`src/hw/rtl/npcq_pkg.sv`:
```
`timescale 1ns / 1ps
// ----------------------------------------------------------------------------
// Nearest palette color quantizer package
// Field widths, command codes and default sizes that the block and its
// channel interfaces share.
// ----------------------------------------------------------------------------
package npcq_pkg;

    localparam int NPCQ_ENTRIES = 128;
    localparam int CHAN_W       = 8;
    localparam int INDEX_W      = 7;
    localparam int DIST_W       = 18;
    localparam int NUM_CHAN     = 4;

    localparam logic CMD_WRITE = 1'b0;
    localparam logic CMD_PIXEL = 1'b1;

    localparam logic [CHAN_W-1:0] ALPHA_OPAQUE = 8'hFF;
    localparam logic [DIST_W-1:0] DIST_MAX     = 18'd260100;

    typedef logic [CHAN_W-1:0] chan_t;
    typedef logic [INDEX_W-1:0] index_t;
    typedef logic [DIST_W-1:0] dist_t;

endpackage

```
`src/hw/rtl/npcq_pixel_if.sv`:
```
`timescale 1ns / 1ps
// ----------------------------------------------------------------------------
// Pixel and palette write channel
// Valid/ready channel that carries one palette write or one pixel per item.
// ----------------------------------------------------------------------------
interface npcq_pixel_if
    import npcq_pkg::*;
();

    logic   valid;
    logic   ready;
    logic   command;
    index_t entry_index;
    chan_t  red;
    chan_t  green;
    chan_t  blue;
    chan_t  alpha;

    modport source (
        output valid, command, entry_index, red, green, blue, alpha,
        input  ready
    );

    modport sink (
        input  valid, command, entry_index, red, green, blue, alpha,
        output ready
    );

endinterface

```
`src/hw/rtl/npcq_result_if.sv`:
```
`timescale 1ns / 1ps
// ----------------------------------------------------------------------------
// Quantizer result channel
// Valid/ready channel that carries the nearest palette index and its distance.
// ----------------------------------------------------------------------------
interface npcq_result_if
    import npcq_pkg::*;
();

    logic   valid;
    logic   ready;
    index_t nearest_index;
    dist_t  best_distance;

    modport source (
        output valid, nearest_index, best_distance,
        input  ready
    );

    modport sink (
        input  valid, nearest_index, best_distance,
        output ready
    );

endinterface

```
`src/hw/rtl/nearest_palette_color_quantizer_top.sv`:
```
`timescale 1ns / 1ps
// ----------------------------------------------------------------------------
// Nearest palette color quantizer
// Finds the palette entry with the least squared RGBA distance to a pixel.
// ----------------------------------------------------------------------------
// Items arrive on the pix channel. A palette write item (command 0) stores
// its four channels at entry_index when it is accepted; an index at or beyond
// PALETTE_ENTRIES is dropped. A pixel item (command 1) starts a search that
// reads one palette entry per cycle from the palette memory and feeds it
// through a shared distance unit (difference, square, sum and compare); the
// result goes to the res channel when the last entry has been compared.
// pix.ready is low for the whole search and until the result is loaded, so
// a new pixel is not accepted until the previous result has been loaded.
// The result is held in an output register; palette writes are still taken
// while it waits. If the receiver stalls, a second search finishes and then
// waits until the first result has been taken.
// Reset clears the entry valid bits, so every entry reads as zero until it
// is written, and sets alpha_present to 1. When alpha_present is 0 the
// pixel alpha is taken as fully opaque.
// ----------------------------------------------------------------------------
module nearest_palette_color_quantizer_top
    import npcq_pkg::*;
#(
    parameter int PALETTE_ENTRIES = NPCQ_ENTRIES
) (
    input  logic               clk,
    input  logic               rst_n,
    input  logic               cfg_we,
    input  logic               cfg_wdata,
    npcq_pixel_if.sink         pix,
    npcq_result_if.source      res
);

    localparam int IDX_W = (PALETTE_ENTRIES > 1) ? $clog2(PALETTE_ENTRIES) : 1;
    localparam int CNT_W = $clog2(PALETTE_ENTRIES + 1);
    localparam int EXT_W = 9;
    localparam logic [CNT_W-1:0] ENTRIES_CNT = CNT_W'(PALETTE_ENTRIES);
    localparam logic [EXT_W-1:0] ENTRIES_EXT = EXT_W'(PALETTE_ENTRIES);
    localparam logic [IDX_W-1:0] LAST_IDX    = IDX_W'(PALETTE_ENTRIES - 1);

    localparam logic [1:0] ST_IDLE   = 2'd0;
    localparam logic [1:0] ST_SCAN   = 2'd1;
    localparam logic [1:0] ST_FINISH = 2'd2;

    logic [1:0]       state_reg;
    logic [1:0]       state_next;
    logic             alpha_present_reg;
    logic [CNT_W-1:0] rd_cnt_reg;
    logic [CNT_W-1:0] rd_cnt_next;

    logic [NUM_CHAN*CHAN_W-1:0] mem [PALETTE_ENTRIES];
    logic [PALETTE_ENTRIES-1:0] entry_valid_reg;
    logic [NUM_CHAN*CHAN_W-1:0] rd_data_reg;

    chan_t            px_reg [NUM_CHAN];
    logic             s1_valid_reg;
    logic             s1_hit_reg;
    logic [IDX_W-1:0] s1_idx_reg;
    logic             s2_valid_reg;
    logic [IDX_W-1:0] s2_idx_reg;
    logic [15:0]      sq_reg [NUM_CHAN];
    logic [IDX_W-1:0] best_idx_reg;
    dist_t            best_dist_reg;

    logic             out_valid_reg;
    index_t           out_idx_reg;
    dist_t            out_dist_reg;

    logic             accept;
    logic             wr_en;
    logic [EXT_W-1:0] wr_ext;
    logic [IDX_W-1:0] rd_addr;
    logic             issue;
    logic             out_load;
    logic             last_cmp;
    logic             take_best;
    dist_t            cand_dist;
    chan_t            ent [NUM_CHAN];
    chan_t            diff [NUM_CHAN];
    logic [15:0]      sq_next [NUM_CHAN];
    logic [EXT_W-1:0] best_ext;

    assign pix.ready = (state_reg == ST_IDLE);
    assign accept    = pix.valid && pix.ready;
    assign wr_ext    = EXT_W'(pix.entry_index);
    assign wr_en     = accept && (pix.command == CMD_WRITE) && (wr_ext < ENTRIES_EXT);
    assign rd_addr   = rd_cnt_reg[IDX_W-1:0];
    assign issue     = (state_reg == ST_SCAN) && (rd_cnt_reg < ENTRIES_CNT);
    assign out_load  = (state_reg == ST_FINISH) && (!out_valid_reg || res.ready);
    assign last_cmp  = s2_valid_reg && (s2_idx_reg == LAST_IDX);
    assign best_ext  = EXT_W'(best_idx_reg);

    always_comb
    begin
        state_next  = state_reg;
        rd_cnt_next = rd_cnt_reg;
        unique case (state_reg)
            ST_IDLE:
            begin
                if (accept && (pix.command == CMD_PIXEL))
                begin
                    state_next  = ST_SCAN;
                    rd_cnt_next = '0;
                end
            end
            ST_SCAN:
            begin
                if (issue)
                begin
                    rd_cnt_next = rd_cnt_reg + 1'b1;
                end
                if (last_cmp)
                begin
                    state_next = ST_FINISH;
                end
            end
            ST_FINISH:
            begin
                if (out_load)
                begin
                    state_next = ST_IDLE;
                end
            end
            default:
            begin
                state_next = ST_IDLE;
            end
        endcase
    end

    always_ff @(posedge clk or negedge rst_n)
    begin
        if (!rst_n)
        begin
            state_reg         <= ST_IDLE;
            rd_cnt_reg        <= '0;
            alpha_present_reg <= 1'b1;
            entry_valid_reg   <= '0;
            s1_valid_reg      <= 1'b0;
            s2_valid_reg      <= 1'b0;
            out_valid_reg     <= 1'b0;
        end
        else
        begin
            state_reg    <= state_next;
            rd_cnt_reg   <= rd_cnt_next;
            s1_valid_reg <= issue;
            s2_valid_reg <= s1_valid_reg;
            if (cfg_we)
            begin
                alpha_present_reg <= cfg_wdata;
            end
            if (wr_en)
            begin
                entry_valid_reg[wr_ext[IDX_W-1:0]] <= 1'b1;
            end
            if (out_load)
            begin
                out_valid_reg <= 1'b1;
            end
            else if (res.ready)
            begin
                out_valid_reg <= 1'b0;
            end
        end
    end

    always_ff @(posedge clk)
    begin
        if (wr_en)
        begin
            mem[wr_ext[IDX_W-1:0]] <= {pix.red, pix.green, pix.blue, pix.alpha};
        end
        if (issue)
        begin
            rd_data_reg <= mem[rd_addr];
        end
    end

    always_comb
    begin
        for (int k = 0; k < NUM_CHAN; k++)
        begin
            ent[k] = s1_hit_reg ? rd_data_reg[(NUM_CHAN-1-k)*CHAN_W +: CHAN_W] : '0;
            diff[k] = (ent[k] > px_reg[k]) ? (ent[k] - px_reg[k]) : (px_reg[k] - ent[k]);
            sq_next[k] = 16'(diff[k]) * 16'(diff[k]);
        end
        cand_dist = DIST_W'(sq_reg[0]) + DIST_W'(sq_reg[1])
                  + DIST_W'(sq_reg[2]) + DIST_W'(sq_reg[3]);
        take_best = s2_valid_reg && ((s2_idx_reg == '0) || (cand_dist < best_dist_reg));
    end

    always_ff @(posedge clk)
    begin
        if (accept && (pix.command == CMD_PIXEL))
        begin
            px_reg[0] <= pix.red;
            px_reg[1] <= pix.green;
            px_reg[2] <= pix.blue;
            px_reg[3] <= alpha_present_reg ? pix.alpha : ALPHA_OPAQUE;
        end
        if (issue)
        begin
            s1_idx_reg <= rd_addr;
            s1_hit_reg <= entry_valid_reg[rd_addr];
        end
        if (s1_valid_reg)
        begin
            s2_idx_reg <= s1_idx_reg;
            for (int k = 0; k < NUM_CHAN; k++)
            begin
                sq_reg[k] <= sq_next[k];
            end
        end
        if (take_best)
        begin
            best_idx_reg  <= s2_idx_reg;
            best_dist_reg <= cand_dist;
        end
        if (out_load)
        begin
            out_idx_reg  <= best_ext[INDEX_W-1:0];
            out_dist_reg <= best_dist_reg;
        end
    end

    assign res.valid         = out_valid_reg;
    assign res.nearest_index = out_idx_reg;
    assign res.best_distance = out_dist_reg;

    a_dist_range: assert property (@(posedge clk) disable iff (!rst_n)
        res.valid |-> (res.best_distance <= DIST_MAX))
        else $error("Result distance exceeds the largest possible RGBA distance.");

    a_busy_after_pixel: assert property (@(posedge clk) disable iff (!rst_n)
        (accept && (pix.command == CMD_PIXEL)) |=> !pix.ready)
        else $error("Block accepted an item right after a pixel item.");

    a_result_from_finish: assert property (@(posedge clk) disable iff (!rst_n)
        $rose(out_valid_reg) |-> ($past(state_reg) == ST_FINISH))
        else $error("Result appeared without a finished search.");

    a_best_in_range: assert property (@(posedge clk) disable iff (!rst_n)
        (state_reg == ST_FINISH) |-> (best_ext < ENTRIES_EXT))
        else $error("Chosen palette index is beyond the palette.");

endmodule
```
`src/flat_wrapper.sv`:
```
// flat-port wrapper written by rule: the top's interface ports become plain ports
module nearest_palette_color_quantizer_top_flat import npcq_pkg::*;
#(
    parameter int PALETTE_ENTRIES = NPCQ_ENTRIES
)
  (clk, rst_n, cfg_we, cfg_wdata, pix_valid, pix_command, pix_entry_index, pix_red, pix_green, pix_blue, pix_alpha, pix_ready, res_valid, res_nearest_index, res_best_distance, res_ready);
  npcq_pixel_if pix_i ();
  npcq_result_if res_i ();
  input  logic clk;
  input  logic rst_n;
  input  logic cfg_we;
  input  logic cfg_wdata;
  input wire logic [$bits(pix_i.valid)-1:0] pix_valid;
  input wire logic [$bits(pix_i.command)-1:0] pix_command;
  input wire logic [$bits(pix_i.entry_index)-1:0] pix_entry_index;
  input wire logic [$bits(pix_i.red)-1:0] pix_red;
  input wire logic [$bits(pix_i.green)-1:0] pix_green;
  input wire logic [$bits(pix_i.blue)-1:0] pix_blue;
  input wire logic [$bits(pix_i.alpha)-1:0] pix_alpha;
  output wire logic [$bits(pix_i.ready)-1:0] pix_ready;
  output wire logic [$bits(res_i.valid)-1:0] res_valid;
  output wire logic [$bits(res_i.nearest_index)-1:0] res_nearest_index;
  output wire logic [$bits(res_i.best_distance)-1:0] res_best_distance;
  input wire logic [$bits(res_i.ready)-1:0] res_ready;
  assign pix_i.valid = pix_valid;
  assign pix_i.command = pix_command;
  assign pix_i.entry_index = pix_entry_index;
  assign pix_i.red = pix_red;
  assign pix_i.green = pix_green;
  assign pix_i.blue = pix_blue;
  assign pix_i.alpha = pix_alpha;
  assign pix_ready = pix_i.ready;
  assign res_valid = res_i.valid;
  assign res_nearest_index = res_i.nearest_index;
  assign res_best_distance = res_i.best_distance;
  assign res_i.ready = res_ready;
  nearest_palette_color_quantizer_top #(.PALETTE_ENTRIES(PALETTE_ENTRIES)) u_core (.clk(clk), .rst_n(rst_n), .cfg_we(cfg_we), .cfg_wdata(cfg_wdata), .pix(pix_i), .res(res_i));
endmodule
```
`config.mk`:
```
export PLATFORM = sky130hd
export DESIGN_NAME = nearest_palette_color_quantizer_top_flat
export DESIGN_NICKNAME = d
export VERILOG_FILES = /design/src/hw/rtl/npcq_pkg.sv /design/src/hw/rtl/npcq_pixel_if.sv /design/src/hw/rtl/npcq_result_if.sv /design/src/hw/rtl/nearest_palette_color_quantizer_top.sv /design/src/flat_wrapper.sv
export SDC_FILE = /design/constraint.sdc
export NUM_CORES = 2
export LEC_CHECK = 0
export BUFFER_PORTS_ARGS = -buffer_cell sky130_fd_sc_hd__buf_2
export CAP_MARGIN = 20
export CORE_MARGIN = 1
export CORE_UTILIZATION = 38
export DETAILED_ROUTE_END_ITERATION = 12
export GPL_TIMING_DRIVEN = 0
export PLACE_DENSITY_LB_ADDON = 0.12
export SLEW_MARGIN = 10
export SYNTH_ARGS = -nofsm -noshare
export SYNTH_HDL_FRONTEND = slang
export SYNTH_MEMORY_MAX_BITS = 65536
export SYNTH_SLANG_ARGS = --single-unit
```
`constraint.sdc`:
```
create_clock -name clk -period 18 [get_ports clk]
set_input_delay 3.6 -clock clk [delete_from_list [all_inputs] [get_ports clk]]
set_output_delay 3.6 -clock clk [all_outputs]
set_load 0.02 [all_outputs]
```
# Word-level counts from Yosys, hierarchy flattened
# Memory sizes are Yosys's and may differ from the RTL's. A register that Yosys moved wholly into a read port is not among the register bits.
# Cells that the tools add are included.
# totals
mem_count	3
mem_bits_rw	4192
register_bits	207
word_cells	98
out_inout_bits	27
# op_classes
n_reduce_logical	18
eq_ne	7
multipliers	4
n_bitwise	2
n_mux	28
magnitude_cmp	10
n_addsub	12
# memory_table
name	words	width	rd	rd_ports_with_merged_regs	wr	line	text
u_core.mem	128	32	1	1	1	nearest_palette_color_quantizer_top.sv:51	logic [NUM_CHAN*CHAN_W-1:0] mem [PALETTE_ENTRIES];
u_core.sq_reg	4	16	4	0	4	nearest_palette_color_quantizer_top.sv:61	logic [15:0] sq_reg [NUM_CHAN];
u_core.px_reg	4	8	4	0	4	nearest_palette_color_quantizer_top.sv:55	chan_t px_reg [NUM_CHAN];
# ops
cell	count
OR 128 bit	1
2-to-1 mux 8 bit	11
multiplier 8 x 8 -> 16 bit	4
subtractor 8 bit	8
adder 18 x 16 -> 18 bit	2
greater-than comparator 8 bit	4
less-than comparator 7 x 8 -> 1 bit, second input constant	3
less-than comparator 18 bit	1
adder 16 x 16 -> 17 bit	1
one-hot mux 8 bit (2 select lines)	1
2-to-1 mux 1 bit	10
logical AND 1 bit	9
adder 8 x 1 -> 8 bit, second input constant	1
less-than comparator 8 bit, second input constant	1
binary-select mux 1 bit (select 7 bit)	1
demux 1 bit (select 7 bit)	1
== test 7 bit, second input constant	1
greater-or-equal comparator 7 x 1 -> 1 bit, second input constant	1
logical NOT 7 bit	1
2-to-1 mux 2 bit	3
!= test 2 x 1 -> 1 bit, second input constant	3
one-hot mux 2 bit (3 select lines)	1
AND reduction 3 bit	2
nonzero test 2 bit	2
other kinds (7)	8

# Longest topological paths before layout
# An unclocked memory read counts as a cell.
# logic_depth
ltp_word	7
depth_mapped	30
mapped_depth_nobuf	28

# Worst setup path before layout
# Ideal clock, no wire load.
# synth_timing
path_kind	register -> register
from	register u_core.s1_hit_reg
to	memory u_core.sq_reg[0][15] (data pin)
path_stages_with_launch	26
path_slack_ps	10969
required_ps	17738
synth_period_minus_slack_ps	7031
setup_ps	262
arrival_time_ps	6769
path_cell_list	edfxtp_1 clkbuf_1 nand2_1 inv_1 ha_1 clkbuf_1 a211oi_1 nor2_1 o32a_1 buf_1 a2111oi_0 a21oi_1 xnor2_1 or2_2 fa_1 inv_1 fa_1 fa_1 fa_1 ha_1 a21o_1 a31o_2 and4_1 a2111oi_0 a21oi_1 xor2_1
# synth_lines
item	line	text
start: declaration	nearest_palette_color_quantizer_top.sv:57	logic s1_hit_reg;
start signal: assignment	nearest_palette_color_quantizer_top.sv:205	s1_hit_reg <= entry_valid_reg[rd_addr];
end: declaration	nearest_palette_color_quantizer_top.sv:61	

==> flow_summary.toml <==
[grt]
grt_max_degree = 98
grtUsageTotal_pct = 20.9
antenna_violations_before_repair = 80
global_route_wire_length_before_repair_mm = 691
grt_pass1_vias = 86800
grt_total_ovfl = 0

[cells_and_area]
post_layout_nets = 9128
flow.area_growth_from_synthesis_pct = 16.4
final.fill_count = 39300
finalInstanceArea_um2 = 207000
number_of_flip_flops_in_the_largest_register = 4096
drive_above_1_share_pct = 30.7

[power_and_ir_drop]
max-vdd-ir-drop_uv = 335
power_per_cell_area_nw_per_um2 = 191
power_mw = 39.5
power_leakage_nw = 67.3

[clocking]
insertion_delay_ps = 1010
cts-buffers-inserted = 459
clk_transition_reported_paths_ps = 60
cts_htree_levels = 5
ctsRootBufferMaster = "clkbuf_16"
clockBufferDepth = 4
tritoncts = "done"
cts_hold_repair.buffers = 0
cts_num_sinks = 4427
cts_setup_buffers = 0
cts_resized = 0

[synth]
synthDistinctLibCells = 63
synth_warnings = 0
postSynthAreaPerCell_um2 = 22.4
synth.yosys.seq_area_share_pct = 74.2
async_reset_ff_share_pct = 3.21
synth_edf_count = 4285
synth_cells = 7947
ys_seq_elements = 4427
synth.cell_area_um2 = 178000
synth-main-ff-cell = "edfxtp_1"

[die]
ios = 73
core_area_um2 = 467000
rows = 251
die_area_um2 = 471000
die_height_um = 687
die_w_um = 687
start_util_pct = 38.1

[worst_setup_path]
worst_ep_arrival_time_ps = 9250
criticalPathCategory = "reg2reg"
worst_path_max_delay_cell = "xnor2_1"
r2r.worst_path.cells = 30
crit_path_frequent_cell = "inv_1"
worst-path-max-fanout = 10
critical_path.max_stage_delay_ps = 770
cp.required_ps = 18750
timing.reg2reg.setup_slack_ps = 9500
timing.critical_path.from_type = "flip-flop"
r2r_end = "u_core.sq_reg[0][15]$_DFFE_PP_"
worst_setup_path_end_kind = "flip-flop"
critical_path.reg2reg.startpoint = "u_core.s1_hit_reg$_DFFE_PP_"

[place]
dpl_cell_area_um2 = 192000
gp_congestion = 0.927
dp.final_hpwl_mm = 353
numPortBuffers = 69

[route]
detail_route.wirelength_mm = 495
drtIter0Drc = 8552
num_vias = 84100
post-route-drc-count = 0
wire_per_inst_um = 32.2
antenna_left = 0
firstDrtPassIters = 5
routed_via_density = 5.47

[timing]
timing.setup.tns_ps = 0
relSlewSlack_pct = 18.2
fin_worst_hold_slack_ps = 422
grt_setup_unrepaired = "no"
final_clock_period_utilization_by_the_worst_path_pct = 47.2
setup_violators_final = 0
timing_worst_slew_pin_value_ps = 1220
finalHoldViolations = 0
worst_clock_skew_ps = 42.3
period_needed_ps = 8500
final-max-slew-violation-count = 0
max_freq_ghz = 0.118

[run_status]
outcome = "completed"

[worst_hold_path]
worst_hold_path_type = "reg2reg"
number_of_stages_on_the_worst_hold_path = 0
timing.hold.worst_endpoint = "u_core.res.nearest_index[6]$_DFFE_PP_"
worstHoldStart = "u_core.best_idx_reg[6]$_DFFE_PP_"

[job]
maxCapViolCount = 0
-- synthesized netlist by cell type (3+ instances only) --
cell type | n | area share, %
o21a_1 | 4 | 0.017
o31ai_1 | 5 | 0.021
inv_1 | 331 | 0.70
mux2_2 | 40 | 0.25
xnor2_1 | 78 | 0.38
nand3b_1 | 4 | 0.017
a21oi_1 | 87 | 0.24
dfrtp_1 | 141 | 2.0
a31oi_1 | 10 | 0.035
nor3b_1 | 3 | 0.013
a211oi_1 | 12 | 0.051
ha_1 | 239 | 1.7
o221ai_1 | 3 | 0.015
edfxtp_1 | 4285 | 72
buf_2 | 86 | 0.24
a41oi_1 | 3 | 0.015
nand2b_1 | 20 | 0.070
o21ai_0 | 23 | 0.065
o21bai_1 | 15 | 0.063
fa_1 | 122 | 1.4
xor2_1 | 43 | 0.21
and3_1 | 12 | 0.042
nand4_1 | 11 | 0.039
mux2i_1 | 26 | 0.15
nor2b_1 | 25 | 0.088
clkbuf_1 | 208 | 0.44
nor2_1 | 285 | 0.60
nand2_1 | 90 | 0.19
mux4_2 | 1384 | 18
a221oi_1 | 6 | 0.030
nor4_1 | 4 | 0.014
and2_1 | 9 | 0.032
nor3_1 | 18 | 0.051
or2_2 | 157 | 0.55
and4_1 | 5 | 0.025
nand3_1 | 22 | 0.062
buf_1 | 53 | 0.11
a21o_1 | 41 | 0.17
-- metrics by stage --
stage	utilization, %	std cells	setup slack (ps)
floorplan	-	7948	10970
global placement	39.9	14200	6110
detailed placement	41.2	14400	9600
CTS	44.3	15300	9560
global route	44.4	15300	8840
finish	44.4	15400	9500
-- power breakdown --
group / switching, mW / internal (mW) / total [mW] / leakage, nW
logic: 10.4 / 7.54 / 17.9 / 19.6
registers: 0.104 / 12.2 / 12.4 / 40.6
clock network: 3.99 / 5.27 / 9.26 / 7.09
-- cell usage in the layout, fill, tap and decap left out, types with 122 or more instances in the layout --
| cell | instances |
|---|---|
| edfxtp_1 | 4285 |
| mux4_2 | 1384 |
| clkbuf_16 | 467 |
| inv_1 | 331 |
| clkbuf_1 | 271 |
| ha_1 | 239 |
| or2_2 | 157 |
| nor2_1 | 155 |
| dfrtp_1 | 140 |
| nor2_4 | 129 |
| buf_2 | 127 |
| clkinv_1 | 124 |
| fa_1 | 122 |
-- kinds of logic after synthesis --
group	count (synthesis)	synth area share, %
AOI/OAI and AO/OA	230	0.840
xor gates and xnor gates	121	0.595
adders and majority gates	361	3.05
buffers and inverters	682	1.51
DFF	4427	74.2
muxes	1452	17.9
other	1	0.00211
and+or+nand+nor	673	1.83
-- worst max path at each step --
stage                     slack [ps]                         from                              to
final                           9500  u_core.s1_hit_reg$_DFFE_PP_  u_core.sq_reg[0][15]$_DFFE_PP_
after global routing            8840  u_core.s1_hit_reg$_DFFE_PP_  u_core.sq_reg[0][15]$_DFFE_PP_
after CTS                       9560  u_core.s1_hit_reg$_DFFE_PP_  u_core.sq_reg[0][15]$_DFFE_PP_
after detailed placement        9600  u_core.s1_hit_reg$_DFFE_PP_  u_core.sq_reg[0][15]$_DFFE_PP_
after global placement          6110           pix_entry_index[4]    u_core.mem[40][12]$_DFFE_PP_
after floorplan                10970  u_core.s1_hit_reg$_DFFE_PP_  u_core.sq_reg[0][15]$_DFFE_PP_
-- final cells by class --
cell class | count | area (µm²) | share of cell area, %
sequential | 4427 | 132000 | 63.8
multi-input combinational | 2839 | 44200 | 21.3
clock buffer | 576 | 12200 | 5.89
tap | 6198 | 7750 | 3.74
timing repair buffer | 312 | 5730 | 2.76
clock inverter | 274 | 2340 | 1.13
buffer | 351 | 1500 | 0.721
inverter | 331 | 1240 | 0.599
antenna | 61 | 153 | 0.0736
-- layer usage --
layer	GRT usage (%)	up-vias	routed length, µm
met3	3.61	612	30600
met4	6.04	22	15000
met2	33.9	2561	238000
li1	-	34700	-
met5	0	-	141
met1	29.1	46200	211000
-- worst max-delay path, delay by kind of cell (launching register included) --
family	cells	cell delay, ps
AO/OA/AOI/OAI	10	2790
XOR/XNOR	2	940
flip-flops	1	420
AND/OR/NAND/NOR	4	670
buffers and inverters	8	1430
adder cells (fa/ha/maj)	6	1980
Note: power is estimated with default switching activity, not from simulation.
